===== src/hw/rtl/was_pkg.sv =====
// ---------------------------------------------------------------------------
// was_pkg
// Types and constants shared by the weighted agent selector modules.
// ---------------------------------------------------------------------------
package was_pkg;

	// Commands
	localparam logic [1:0] CMD_UPSERT   = 2'd0;
	localparam logic [1:0] CMD_REMOVE   = 2'd1;
	localparam logic [1:0] CMD_SCHEDULE = 2'd2;
	localparam logic [1:0] CMD_IGNORED  = 2'd3;

	// Result status codes
	localparam logic [2:0] ST_OK    = 3'd0;
	localparam logic [2:0] ST_FULL  = 3'd1;
	localparam logic [2:0] ST_NOKEY = 3'd2;
	localparam logic [2:0] ST_EMPTY = 3'd3;
	localparam logic [2:0] ST_NONE  = 3'd4;

	// Configuration register indexes
	localparam logic REG_MODE = 1'b0;
	localparam logic REG_MAX  = 1'b1;

	localparam logic [4:0]  MAX_RESET  = 5'd16;
	localparam logic [15:0] LOAD_LIMIT = 16'd58982;   // 0.9 in Q0.16
	localparam logic [16:0] T_BIAS     = 17'd1000;
	localparam logic [35:0] MODEL_BIAS = 36'd131072000; // 0.2*1000*65536*10

	// Divide by ten as multiply by ceil(2^23/10), exact for 20-bit operands
	localparam logic [19:0] RECIP_10 = 20'd838861;
	localparam int          RECIP_SH = 23;

	// Score division widths
	localparam int NUM_W = 36;
	localparam int DEN_W = 20;

	localparam int IN_W  = 88;
	localparam int OUT_W = 80;

	typedef enum logic [3:0] {
		S_IDLE,
		S_RD,
		S_EVAL,
		S_APPEND,
		S_SH_RD,
		S_SH_WR,
		S_PREP,
		S_MUL,
		S_DIVGO,
		S_DIVWAIT,
		S_PLAIN,
		S_DONE
	} state_t;

	typedef struct packed {
		logic             start;
		logic [NUM_W-1:0] num;
		logic [DEN_W-1:0] den;
	} div_req_t;

	typedef struct packed {
		logic             done;
		logic [NUM_W-1:0] quot;
	} div_rsp_t;

endpackage


===== src/hw/rtl/was_ram.sv =====
// ---------------------------------------------------------------------------
// was_ram
// Generic single-write, single-read RAM with registered read data.
// ---------------------------------------------------------------------------
module was_ram #(
	parameter int WIDTH = 8,
	parameter int DEPTH = 16
) (
	input  logic                                    clk,
	input  logic                                    we,
	input  logic [(DEPTH > 1 ? $clog2(DEPTH) : 1)-1:0] waddr,
	input  logic [WIDTH-1:0]                        wdata,
	input  logic [(DEPTH > 1 ? $clog2(DEPTH) : 1)-1:0] raddr,
	output logic [WIDTH-1:0]                        rdata
);

	logic [WIDTH-1:0] mem_q [DEPTH];

	// Write port
	always_ff @(posedge clk) begin
		if (we) begin
			mem_q[waddr] <= wdata;
		end
	end

	// Registered read port
	always_ff @(posedge clk) begin
		rdata <= mem_q[raddr];
	end

endmodule


===== src/hw/rtl/was_div.sv =====
// ---------------------------------------------------------------------------
// was_div
// Restoring divider, one quotient bit per cycle, NUM_W quotient bits per division.
// ---------------------------------------------------------------------------
module was_div
	import was_pkg::*;
(
	input  logic     clk,
	input  logic     arst_n,
	input  div_req_t req,
	output div_rsp_t rsp
);

	localparam int CNT_W = $clog2(NUM_W + 1);

	logic [DEN_W-1:0] rem_q;
	logic [NUM_W-1:0] quo_q;
	logic [DEN_W-1:0] den_q;
	logic [CNT_W-1:0] cnt_q;
	logic             busy_q;
	logic             done_q;
	logic [DEN_W:0]   rem_sh;
	logic             fits;

	// Shift in next numerator bit and trial-subtract
	always_comb begin
		rem_sh = {rem_q, quo_q[NUM_W-1]};
		fits   = rem_sh >= {1'b0, den_q};
	end

	// Control
	always_ff @(posedge clk or negedge arst_n) begin
		if (!arst_n) begin
			busy_q <= 1'b0;
			done_q <= 1'b0;
			cnt_q  <= '0;
		end else begin
			done_q <= 1'b0;
			if (req.start) begin
				busy_q <= 1'b1;
				cnt_q  <= CNT_W'(NUM_W);
			end else if (busy_q) begin
				cnt_q <= cnt_q - 1'b1;
				if (cnt_q == CNT_W'(1)) begin
					busy_q <= 1'b0;
					done_q <= 1'b1;
				end
			end
		end
	end

	// Datapath
	always_ff @(posedge clk) begin
		if (req.start) begin
			rem_q <= '0;
			quo_q <= req.num;
			den_q <= req.den;
		end else if (busy_q) begin
			rem_q <= fits ? DEN_W'(rem_sh - {1'b0, den_q}) : DEN_W'(rem_sh);
			quo_q <= {quo_q[NUM_W-2:0], fits};
		end
	end

	assign rsp.done = done_q;
	assign rsp.quot = quo_q;

endmodule


===== src/hw/rtl/was_ctrl.sv =====
// ---------------------------------------------------------------------------
// was_ctrl
// Command sequencer: scans the entry RAM, updates it and scores workers.
// ---------------------------------------------------------------------------
module was_ctrl
	import was_pkg::*;
#(
	parameter int TABLE_DEPTH = 16,
	parameter int KEY_BITS    = 32
) (
	input  logic                                         clk,
	input  logic                                         arst_n,
	input  logic                                         cfg_we,
	input  logic                                         cfg_addr,
	input  logic [4:0]                                   cfg_wdata,
	input  logic                                         in_valid,
	output logic                                         in_ready,
	input  logic [IN_W-1:0]                              in_data,
	output logic                                         out_valid,
	input  logic                                         out_ready,
	output logic [OUT_W-1:0]                             out_data,
	output logic                                         ram_we,
	output logic [(TABLE_DEPTH > 1 ? $clog2(TABLE_DEPTH) : 1)-1:0] ram_waddr,
	output logic [KEY_BITS+48:0]                         ram_wdata,
	output logic [(TABLE_DEPTH > 1 ? $clog2(TABLE_DEPTH) : 1)-1:0] ram_raddr,
	input  logic [KEY_BITS+48:0]                         ram_rdata,
	output div_req_t                                     div_req,
	input  div_rsp_t                                     div_rsp
);

	localparam int IW   = (TABLE_DEPTH > 1) ? $clog2(TABLE_DEPTH) : 1;
	localparam int CW   = $clog2(TABLE_DEPTH + 1);
	localparam int CMPW = (CW > 5) ? CW : 5;
	localparam int KB   = KEY_BITS;
	localparam int EW   = KEY_BITS + 49;

	state_t state_q, state_d;

	logic             mode_q;
	logic [4:0]       max_q;
	logic [1:0]       cmd_q;
	logic [KB-1:0]    key_q;
	logic [15:0]      load_q, succ_q, time_q;
	logic             avl_q;
	logic [CW-1:0]    idx_q, count_q, avail_cnt_q;
	logic [17:0]      best_q;
	logic             win_q;
	logic [KB-1:0]    win_key_q;
	logic [15:0]      win_time_q;
	logic [EW-1:0]    ent_q;
	logic [19:0]      a_q;
	logic [16:0]      t_q;
	logic [NUM_W-1:0] prod_q;
	logic [2:0]       status_q;
	logic             out_valid_q;
	logic [OUT_W-1:0] out_data_q;

	logic [KB-1:0]    r_key;
	logic [15:0]      r_load;
	logic             r_avl;
	logic             at_end;
	logic             key_hit;
	logic             eligible;
	logic             full;
	logic [CMPW-1:0]  limit;
	logic [CW-1:0]    idx_nx;
	logic             accept;
	logic             emit;
	logic [EW-1:0]    new_entry;
	logic [39:0]      plain_prod;
	logic             score_vld;
	logic [NUM_W-1:0] score;

	// Field views of the entry just read
	always_comb begin
		r_key      = ram_rdata[KB-1:0];
		r_load     = ram_rdata[KB+15:KB];
		r_avl      = ram_rdata[KB+48];
		idx_nx     = idx_q + 1'b1;
		at_end     = idx_q == count_q;
		key_hit    = r_key == key_q;
		eligible   = r_avl && (r_load <= LOAD_LIMIT);
		limit      = (CMPW'(max_q) < CMPW'(TABLE_DEPTH)) ? CMPW'(max_q) : CMPW'(TABLE_DEPTH);
		full       = CMPW'(count_q) >= limit;
		new_entry  = {avl_q, time_q, succ_q, load_q, key_q};
		accept     = in_valid && in_ready;
		emit       = (state_q == S_DONE) && (!out_valid_q || out_ready);
		plain_prod = 40'(a_q) * 40'(RECIP_10);
		score_vld  = (state_q == S_DIVWAIT && div_rsp.done) || (state_q == S_PLAIN);
		score      = (state_q == S_PLAIN) ? prod_q : div_rsp.quot;
	end

	// Next state and memory / divider controls
	always_comb begin
		state_d   = state_q;
		in_ready  = state_q == S_IDLE;
		ram_we    = 1'b0;
		ram_waddr = idx_q[IW-1:0];
		ram_wdata = new_entry;
		ram_raddr = idx_q[IW-1:0];
		div_req.start = 1'b0;
		div_req.num   = NUM_W'(prod_q + MODEL_BIAS + NUM_W'(t_q) * NUM_W'(5));
		div_req.den   = DEN_W'(t_q) * DEN_W'(10);
		unique case (state_q)
			S_IDLE: begin
				if (accept) begin
					state_d = (in_data[1:0] == CMD_UPSERT || in_data[1:0] == CMD_REMOVE
						|| in_data[1:0] == CMD_SCHEDULE) ? S_RD : S_DONE;
				end
			end
			S_RD: begin
				if (!at_end) begin
					state_d = S_EVAL;
				end else if (cmd_q == CMD_UPSERT && !full) begin
					state_d = S_APPEND;
				end else begin
					state_d = S_DONE;
				end
			end
			S_EVAL: begin
				priority if (cmd_q == CMD_UPSERT && key_hit) begin
					ram_we  = 1'b1;
					state_d = S_DONE;
				end else if (cmd_q == CMD_REMOVE && key_hit) begin
					state_d = S_SH_RD;
				end else if (cmd_q == CMD_SCHEDULE && eligible) begin
					state_d = S_PREP;
				end else begin
					state_d = S_RD;
				end
			end
			S_APPEND: begin
				ram_we    = 1'b1;
				ram_waddr = count_q[IW-1:0];
				state_d   = S_DONE;
			end
			S_SH_RD: begin
				ram_raddr = idx_nx[IW-1:0];
				state_d   = (idx_nx < count_q) ? S_SH_WR : S_DONE;
			end
			S_SH_WR: begin
				ram_we    = 1'b1;
				ram_wdata = ram_rdata;
				state_d   = S_SH_RD;
			end
			S_PREP: begin
				state_d = S_MUL;
			end
			S_MUL: begin
				state_d = mode_q ? S_DIVGO : S_PLAIN;
			end
			S_DIVGO: begin
				div_req.start = 1'b1;
				state_d       = S_DIVWAIT;
			end
			S_DIVWAIT: begin
				if (div_rsp.done) begin
					state_d = S_RD;
				end
			end
			S_PLAIN: begin
				state_d = S_RD;
			end
			S_DONE: begin
				if (emit) begin
					state_d = S_IDLE;
				end
			end
			default: state_d = S_IDLE;
		endcase
	end

	// State register
	always_ff @(posedge clk or negedge arst_n) begin
		if (!arst_n) begin
			state_q <= S_IDLE;
		end else begin
			state_q <= state_d;
		end
	end

	// Configuration registers
	always_ff @(posedge clk or negedge arst_n) begin
		if (!arst_n) begin
			mode_q <= 1'b0;
			max_q  <= MAX_RESET;
		end else if (cfg_we) begin
			unique case (cfg_addr)
				REG_MODE: mode_q <= cfg_wdata[0];
				REG_MAX:  max_q  <= cfg_wdata;
				default:  mode_q <= mode_q;
			endcase
		end
	end

	// Table counts and output valid
	always_ff @(posedge clk or negedge arst_n) begin
		if (!arst_n) begin
			count_q     <= '0;
			avail_cnt_q <= '0;
			out_valid_q <= 1'b0;
		end else begin
			if (state_q == S_EVAL && cmd_q == CMD_UPSERT && key_hit) begin
				avail_cnt_q <= avail_cnt_q - CW'(r_avl) + CW'(avl_q);
			end
			if (state_q == S_EVAL && cmd_q == CMD_REMOVE && key_hit) begin
				avail_cnt_q <= avail_cnt_q - CW'(r_avl);
			end
			if (state_q == S_APPEND) begin
				count_q     <= count_q + 1'b1;
				avail_cnt_q <= avail_cnt_q + CW'(avl_q);
			end
			if (state_q == S_SH_RD && !(idx_nx < count_q)) begin
				count_q <= count_q - 1'b1;
			end
			if (emit) begin
				out_valid_q <= 1'b1;
			end else if (out_ready) begin
				out_valid_q <= 1'b0;
			end
		end
	end

	// Item datapath
	always_ff @(posedge clk) begin
		if (accept) begin
			cmd_q    <= in_data[1:0];
			key_q    <= KB'(in_data[33:2]);
			load_q   <= in_data[49:34];
			succ_q   <= in_data[65:50];
			time_q   <= in_data[81:66];
			avl_q    <= in_data[82];
			idx_q    <= '0;
			best_q   <= '0;
			win_q    <= 1'b0;
			status_q <= ST_OK;
		end
		unique case (state_q)
			S_RD: begin
				if (at_end) begin
					priority if (cmd_q == CMD_UPSERT && full) begin
						status_q <= ST_FULL;
					end else if (cmd_q == CMD_REMOVE) begin
						status_q <= ST_NOKEY;
					end else if (cmd_q == CMD_SCHEDULE && count_q == '0) begin
						status_q <= ST_EMPTY;
					end else if (cmd_q == CMD_SCHEDULE && !win_q) begin
						status_q <= ST_NONE;
					end else begin
						status_q <= status_q;
					end
				end
			end
			S_EVAL: begin
				ent_q <= ram_rdata;
				if (!(cmd_q == CMD_REMOVE && key_hit)) begin
					idx_q <= idx_nx;
				end
			end
			S_SH_WR: begin
				idx_q <= idx_nx;
			end
			S_PREP: begin
				// 0.5/0.7 success plus 0.3 idle share, times ten
				a_q <= mode_q
					? 20'(20'(ent_q[KB+31:KB+16]) * 20'd5 + (20'd65536 - 20'(ent_q[KB+15:KB])) * 20'd3)
					: 20'(20'(ent_q[KB+31:KB+16]) * 20'd7 + (20'd65536 - 20'(ent_q[KB+15:KB])) * 20'd3
						+ 20'd5);
				t_q <= T_BIAS + 17'(ent_q[KB+47:KB+32]);
			end
			S_MUL: begin
				// Model numerator, or the plain score divided by ten
				prod_q <= mode_q ? NUM_W'(a_q) * NUM_W'(t_q)
					: NUM_W'(plain_prod[39:RECIP_SH]);
			end
			S_DIVWAIT, S_PLAIN: begin
				// Keep the first strictly higher score
				if (score_vld && score > NUM_W'(best_q)) begin
					best_q     <= 18'(score);
					win_q      <= 1'b1;
					win_key_q  <= ent_q[KB-1:0];
					win_time_q <= ent_q[KB+47:KB+32];
				end
			end
			default: begin
			end
		endcase
	end

	// Output register
	always_ff @(posedge clk) begin
		if (emit) begin
			out_data_q <= {2'b00,
				5'(count_q),
				5'(avail_cnt_q),
				win_q ? win_time_q : 16'd0,
				win_q ? best_q[16:0] : 17'd0,
				win_q ? 32'(win_key_q) : 32'd0,
				status_q};
		end
	end

	assign out_valid = out_valid_q;
	assign out_data  = out_data_q;

endmodule


===== src/hw/rtl/weighted_agent_selector.sv =====
// ---------------------------------------------------------------------------
// weighted_agent_selector
// Ordered worker table with upsert, remove and score-based scheduling.
// ---------------------------------------------------------------------------
// Usage: items enter on the s_axis channel, one command each; every item
// yields exactly one result beat on m_axis. cfg_we/cfg_addr/cfg_wdata set
// model_mode (index 0) and max_entries (index 1) while the block is idle.
// Sequencing: while it searches, the sequencer reads each RAM entry in
// S_RD and evaluates it in S_EVAL. A remove moves each later entry down
// with a read and a write state. Schedule scores each eligible worker
// through S_PREP and S_MUL, then S_PLAIN (plain) or the score divider
// (model). A command other than the three goes straight to its result.
// One item is in work at a time.
// Reset clears the entry count, the available count, the state, the output
// valid and the configuration registers; entry contents are not cleared and
// need no clearing pass. A stalled receiver holds the result in the output
// register; the next item is still taken and runs until its own result is ready.
// ---------------------------------------------------------------------------
module weighted_agent_selector
	import was_pkg::*;
#(
	parameter int TABLE_DEPTH = 16,
	parameter int KEY_BITS    = 32
) (
	input  logic             clk,
	input  logic             arst_n,
	input  logic             cfg_we,
	input  logic             cfg_addr,
	input  logic [4:0]       cfg_wdata,
	input  logic             s_axis_tvalid,
	output logic             s_axis_tready,
	// command, agent_key, load_fraction, success_fraction, response_time_ms,
	// available, zero fill
	input  logic [IN_W-1:0]  s_axis_tdata,
	output logic             m_axis_tvalid,
	input  logic             m_axis_tready,
	// status, selected_key, confidence, worker_time_ms, available_count,
	// total_count, zero fill
	output logic [OUT_W-1:0] m_axis_tdata
);

	localparam int IW = (TABLE_DEPTH > 1) ? $clog2(TABLE_DEPTH) : 1;
	localparam int EW = KEY_BITS + 49;

	logic          ram_we;
	logic [IW-1:0] ram_waddr, ram_raddr;
	logic [EW-1:0] ram_wdata, ram_rdata;
	div_req_t      div_req;
	div_rsp_t      div_rsp;

	// Entry table
	was_ram #(
		.WIDTH(EW),
		.DEPTH(TABLE_DEPTH)
	) u_ram (
		.clk  (clk),
		.we   (ram_we),
		.waddr(ram_waddr),
		.wdata(ram_wdata),
		.raddr(ram_raddr),
		.rdata(ram_rdata)
	);

	// Score divider
	was_div u_div (
		.clk   (clk),
		.arst_n(arst_n),
		.req   (div_req),
		.rsp   (div_rsp)
	);

	// Sequencer
	was_ctrl #(
		.TABLE_DEPTH(TABLE_DEPTH),
		.KEY_BITS   (KEY_BITS)
	) u_ctrl (
		.clk      (clk),
		.arst_n   (arst_n),
		.cfg_we   (cfg_we),
		.cfg_addr (cfg_addr),
		.cfg_wdata(cfg_wdata),
		.in_valid (s_axis_tvalid),
		.in_ready (s_axis_tready),
		.in_data  (s_axis_tdata),
		.out_valid(m_axis_tvalid),
		.out_ready(m_axis_tready),
		.out_data (m_axis_tdata),
		.ram_we   (ram_we),
		.ram_waddr(ram_waddr),
		.ram_wdata(ram_wdata),
		.ram_raddr(ram_raddr),
		.ram_rdata(ram_rdata),
		.div_req  (div_req),
		.div_rsp  (div_rsp)
	);

endmodule


===== config.mk =====
export PLATFORM = sky130hd
export DESIGN_NAME = weighted_agent_selector
export DESIGN_NICKNAME = d
export VERILOG_FILES = /design/src/hw/rtl/was_pkg.sv /design/src/hw/rtl/was_ram.sv /design/src/hw/rtl/was_div.sv /design/src/hw/rtl/was_ctrl.sv /design/src/hw/rtl/weighted_agent_selector.sv
export SDC_FILE = /design/constraint.sdc
export NUM_CORES = 2
export LEC_CHECK = 0
export BUFFER_PORTS_ARGS = -buffer_cell sky130_fd_sc_hd__buf_4
export CORE_AREA = 5 5 425 427
export DETAILED_ROUTE_END_ITERATION = 6
export DIE_AREA = 0 0 430 432
export PLACE_DENSITY = 0.74
export SETUP_SLACK_MARGIN = 0.05
export SLEW_MARGIN = 15
export SYNTH_ARGS = -nofsm -noshare
export SYNTH_HDL_FRONTEND = slang
export SYNTH_SLANG_ARGS = --single-unit
export TNS_END_PERCENT = 5

===== constraint.sdc =====
create_clock -name clk -period 8.35 [get_ports clk]
set_input_delay 2.505 -clock clk [delete_from_list [all_inputs] [get_ports clk]]
set_output_delay 2.505 -clock clk [all_outputs]
set_load 0.02 [all_outputs]

==> run summary <==
=================================================================================
Relative max-transition margin                                              11.9%
Flip-flop and latch count after synthesis                                    1870
Data required time of the worst path                                      8.86 ns
Number of buffers added for setup after CTS                                     0
Total die area                                                        186000 um^2
Crit Path Max Fanout                                                           22
Number of DRC markers in iteration 0                                         4952
Static power due to leakage                                               39.8 nW
Worst slack at placement                                                 0.847 ns
Maximum root-to-sink buffer count                                               3
Final WL                                                                   226 mm
Level count of the clock H-tree                                                 4
Pwr dens                                                              174 nW/um^2
Endpoint of the lowest-slack register-to-register path               u_ctrl.prod_q[35]$_SDFFCE_PN0P_
Type of the most critical hold path                                  register to register
Number of vias per cell after detailed routing                               5.95
Clock slew seen by the registers of the worst setup and hold paths        0.06 ns
Final Cycle Share                                                           90.8%
Startpoint class of the critical path                                    register
Syn avg cell area                                                       15.4 um^2
Share of synthesized area occupied by flip-flops and latches                56.9%
Worst reg-to-reg path cell count                                               20
Slew Viols, Final                                                               0
Fill cell instance count of the final layout                                12600
Vertical extent of the die                                                 432 um
Routed wire length per instance                                           25.2 um
Area of the multi-input gates                                          38000 um^2
Maximum number of pins on one net before global-route repair                  133
Boundary pin count                                                            181
Count of input and output buffers                                             173
Final hold violation count                                                      0
Unrepaired setup endpoints after global routing                             false
Post-synth top flop                                                  sky130_fd_sc_hd__edfxtp_1
Startpoint of the worst hold path                                    u_ctrl.ent_q[13]$_DFFE_PP_
Number of enable flip-flop cells after synthesis                             1716
Number of warnings issued by yosys                                              0
Length of the first detailed-routing pass in iterations                         6
Wire length of the first global-routing pass                               344 mm
FF-to-FF setup slack                                                      0.77 ns
Critical path start-end classification                               register to register
Area delta synth->final                                                     11.0%
Sequential cell area in the final layout                               54800 um^2
Synth unique cells                                                             80
Share of post-route cells with drive strength above 1                       17.1%
Last weighted congestion value of the routability-driven placer             0.898
Total via count in the routed design                                        53300
Post-place instance area                                              101000 um^2
Detail Route Antenna Nets                                                       0
Destination of the worst hold path                                   u_ctrl.win_key_q[13]$_DFFE_PP_
Highest clock rate                                                        132 MHz
Kind of end point of the critical path                                   register
Hold path cells                                                                 0
Actual slew at the worst max-slew pin                                     1.32 ns
Slack of the critical path                                               0.767 ns
Cell chosen for the clock root                                       sky130_fd_sc_hd__clkbuf_16
Combined area of all synthesized cells                                 96200 um^2
Grt ovf                                                                         0
Via count of the first global-routing pass                                  56500
Number of buffers inserted during clock tree synthesis                        182
GR Util All Layers                                                          24.5%
Width of the chip                                                          430 um
Run status                                                              completed
Count of cells resized by post-cts repair                                       0
Dpl hpwl                                                                   137 mm
Clock latency of the later-clocked register in the worst-skew pair        0.83 ns
Num Clock Sinks                                                              1870
Final total negative setup slack                                             0 ns
DRC violations left                                                             0
Worst clock skew on the final layout                                    0.0612 ns
Number of instances in the synthesized netlist                               6229
Launch point of the worst reg-to-reg path                            u_ctrl.t_q[3]$_DFFE_PP_
FP Rows                                                                       154
Reported max-cap violation count                                                0
Number of failing setup endpoints in the final timing report                    0
Initial antenna violation count                                                 7
Async SR Flop Fraction                                                      1.55%
Total of hold buffers inserted after clock tree synthesis                       0
TritonCTS clock tree                                                        built
Area of the core                                                      176000 um^2
Shortest clock period the worst path allows after layout                  7.58 ns
Final Net Count                                                              7571
Arr. time, crit path                                                      8.09 ns
Maximum ir drop on the vdd rail                                          0.211 mV
Initial core utilization                                                    54.8%
Post-route design area                                                107000 um^2
=================================================================================
[power breakdown]
part	internal [W]	switching (W)	total, W
sequential	0.0101	0.00000498	0.0101
clock	0.00481	0.00357	0.00838
combinational	0.0000540	0.0000647	0.000119
total	0.0149	0.00364	0.0186
[layout by cell type (no fill, tap or decap), drive strengths merged, types with 10 or more instances in the layout]
cell	n
a211oi	34
dfrtp	28
and3	25
o21ai	118
clkinv	71
nor3b	12
dfxtp	125
or4	10
nor2b	23
edfxtp	1716
xnor2	113
fa	460
ha	549
or3	19
o31ai	15
mux2	128
buf	266
nor2	201
mux2i	26
bufinv	19
o211ai	16
xor2	117
mux4	405
and2	233
o21a	25
a21oi	159
a31oi	22
nor3	46
nand3	43
nand2	315
nor4	31
a21o	83
nand2b	28
nand4	25
clkbuf	240
or2	14
o21bai	14
inv	737
[layer usage]
layer	up-vias	GRT usage [%]	wire (um)
met5	-	0	13
met4	2	8.96	8530
met3	409	3.67	16000
met2	2263	42.1	115000
met1	27400	31.9	86500
li1	23200	-	-
[synth_stat cells, types with 12 or more instances]
| cell | n | area, um^2 |
|---|---|---|
| sky130_fd_sc_hd__edfxtp_1 | 1716 | 51500 |
| sky130_fd_sc_hd__inv_1 | 728 | 2730 |
| sky130_fd_sc_hd__ha_1 | 549 | 6870 |
| sky130_fd_sc_hd__fa_1 | 460 | 9210 |
| sky130_fd_sc_hd__mux4_2 | 405 | 9120 |
| sky130_fd_sc_hd__nand2_1 | 315 | 1180 |
| sky130_fd_sc_hd__and2_1 | 232 | 1450 |
| sky130_fd_sc_hd__nor2_1 | 201 | 754 |
| sky130_fd_sc_hd__a21oi_1 | 159 | 796 |
| sky130_fd_sc_hd__clkbuf_1 | 145 | 544 |
| sky130_fd_sc_hd__mux2_2 | 128 | 1440 |
| sky130_fd_sc_hd__dfxtp_1 | 125 | 2500 |
| sky130_fd_sc_hd__xor2_1 | 117 | 1020 |
| sky130_fd_sc_hd__o21ai_0 | 115 | 576 |
| sky130_fd_sc_hd__xnor2_1 | 112 | 981 |
| sky130_fd_sc_hd__a21o_1 | 83 | 623 |
| sky130_fd_sc_hd__nor3_1 | 45 | 225 |
| sky130_fd_sc_hd__nand3_1 | 43 | 215 |
| sky130_fd_sc_hd__buf_2 | 36 | 180 |
| sky130_fd_sc_hd__a211oi_1 | 34 | 255 |
| sky130_fd_sc_hd__nor4_1 | 31 | 194 |
| sky130_fd_sc_hd__dfrtp_1 | 28 | 701 |
| sky130_fd_sc_hd__nand2b_1 | 28 | 175 |
| sky130_fd_sc_hd__buf_1 | 26 | 97.6 |
| sky130_fd_sc_hd__mux2i_1 | 26 | 260 |
| sky130_fd_sc_hd__and3_1 | 25 | 156 |
| sky130_fd_sc_hd__nand4_1 | 25 | 156 |
| sky130_fd_sc_hd__o21a_1 | 25 | 188 |
| sky130_fd_sc_hd__nor2b_1 | 23 | 144 |
| sky130_fd_sc_hd__a31oi_1 | 22 | 138 |
| sky130_fd_sc_hd__or3_1 | 19 | 119 |
| sky130_fd_sc_hd__o211ai_1 | 16 | 120 |
| sky130_fd_sc_hd__o21bai_1 | 14 | 105 |
| sky130_fd_sc_hd__o31ai_1 | 14 | 105 |
| sky130_fd_sc_hd__nor3b_1 | 12 | 90.1 |
| sky130_fd_sc_hd__or2_2 | 12 | 75.1 |
[cell families after synthesis]
kind of cell,after synthesis,synth area share [%]
buffers and inverters,949,3.79
XOR/XNOR,230,2.10
AND/OR/NAND/NOR,1040,5.38
AO/OA/AOI/OAI,571,3.86
multiplexers,559,11.2
other,1,0.00390
flip-flops,1870,56.9
adder cells (fa/ha/maj),1009,16.7
[registers in the layout (all words and copies together) (netlist names), 17 cells and up]
register	flops
u_ctrl.best_q	18
u_ctrl.out_data	78
u_div.rem_q	20
u_div.den_q	19
u_ram.rdata	81
u_ctrl.key_q	32
u_ctrl.win_key_q	32
u_ram.mem_q	1296
u_ctrl.a_q	20
u_div.quo_q	36
u_ctrl.t_q	17
u_ctrl.ent_q	80
u_ctrl.prod_q	36
[critical path, stage by stage, from the launching register on]
cell	delay [ns]
sky130_fd_sc_hd__edfxtp_1	1.22
sky130_fd_sc_hd__nand2_1	0.21
sky130_fd_sc_hd__fa_1	0.56
sky130_fd_sc_hd__fa_1	0.51
sky130_fd_sc_hd__fa_1	0.52
sky130_fd_sc_hd__inv_1	0.06
sky130_fd_sc_hd__fa_1	0.49
sky130_fd_sc_hd__fa_1	0.50
sky130_fd_sc_hd__inv_1	0.05
sky130_fd_sc_hd__fa_1	0.47
sky130_fd_sc_hd__inv_1	0.04
sky130_fd_sc_hd__ha_1	0.36
sky130_fd_sc_hd__and4_1	0.27
sky130_fd_sc_hd__and3_1	0.26
sky130_fd_sc_hd__nor4b_1	0.61
sky130_fd_sc_hd__a2111oi_1	0.22
sky130_fd_sc_hd__a211o_1	0.34
sky130_fd_sc_hd__a31o_2	0.24
sky130_fd_sc_hd__o21ai_1	0.18
sky130_fd_sc_hd__xnor2_1	0.13
sky130_fd_sc_hd__nor2_1	0.05
[final cells by class]
type	instances	share of cell area (%)
sequential	1870	51.3
multi-input combinational	3411	35.6
clock buffer	240	4.64
tap	2340	2.74
inverter	732	2.58
timing repair buffer	266	2.02
clock inverter	103	1.15
antenna	2	0.00469
[through the flow]
stage / power [W] / std cells / utilization, % / hold slack [ns]
floorplan: 0.0103 / 6230 / - / 0.400
global placement: 0.0104 / 8618 / 57.2 / 0.405
detailed placement: 0.0104 / 8618 / 57.2 / 0.405
CTS: 0.0187 / 8961 / 60.8 / 0.395
global route: 0.0191 / 8964 / 60.8 / 0.410
finish: 0.0186 / 8964 / 60.8 / 0.398
[how the worst max path moves through the flow]
stage                     slack, ns                    start  cells after the start                              end
after detailed placement       0.85  u_ctrl.t_q[2]$_DFFE_PP_                     20  u_ctrl.prod_q[35]$_SDFFCE_PN0P_
final                          0.77  u_ctrl.t_q[3]$_DFFE_PP_                     20  u_ctrl.prod_q[35]$_SDFFCE_PN0P_
after CTS                      0.85  u_ctrl.t_q[2]$_DFFE_PP_                     20  u_ctrl.prod_q[35]$_SDFFCE_PN0P_
after floorplan                1.69  u_ctrl.a_q[7]$_DFFE_PP_                     24  u_ctrl.prod_q[35]$_SDFFCE_PN0P_
after global routing           0.55  u_ctrl.t_q[2]$_DFFE_PP_                     20  u_ctrl.prod_q[35]$_SDFFCE_PN0P_
after global placement         0.95  u_ctrl.t_q[2]$_DFFE_PP_                     20  u_ctrl.prod_q[35]$_SDFFCE_PN0P_
No activity file was read; power rests on OpenSTA's default activity.
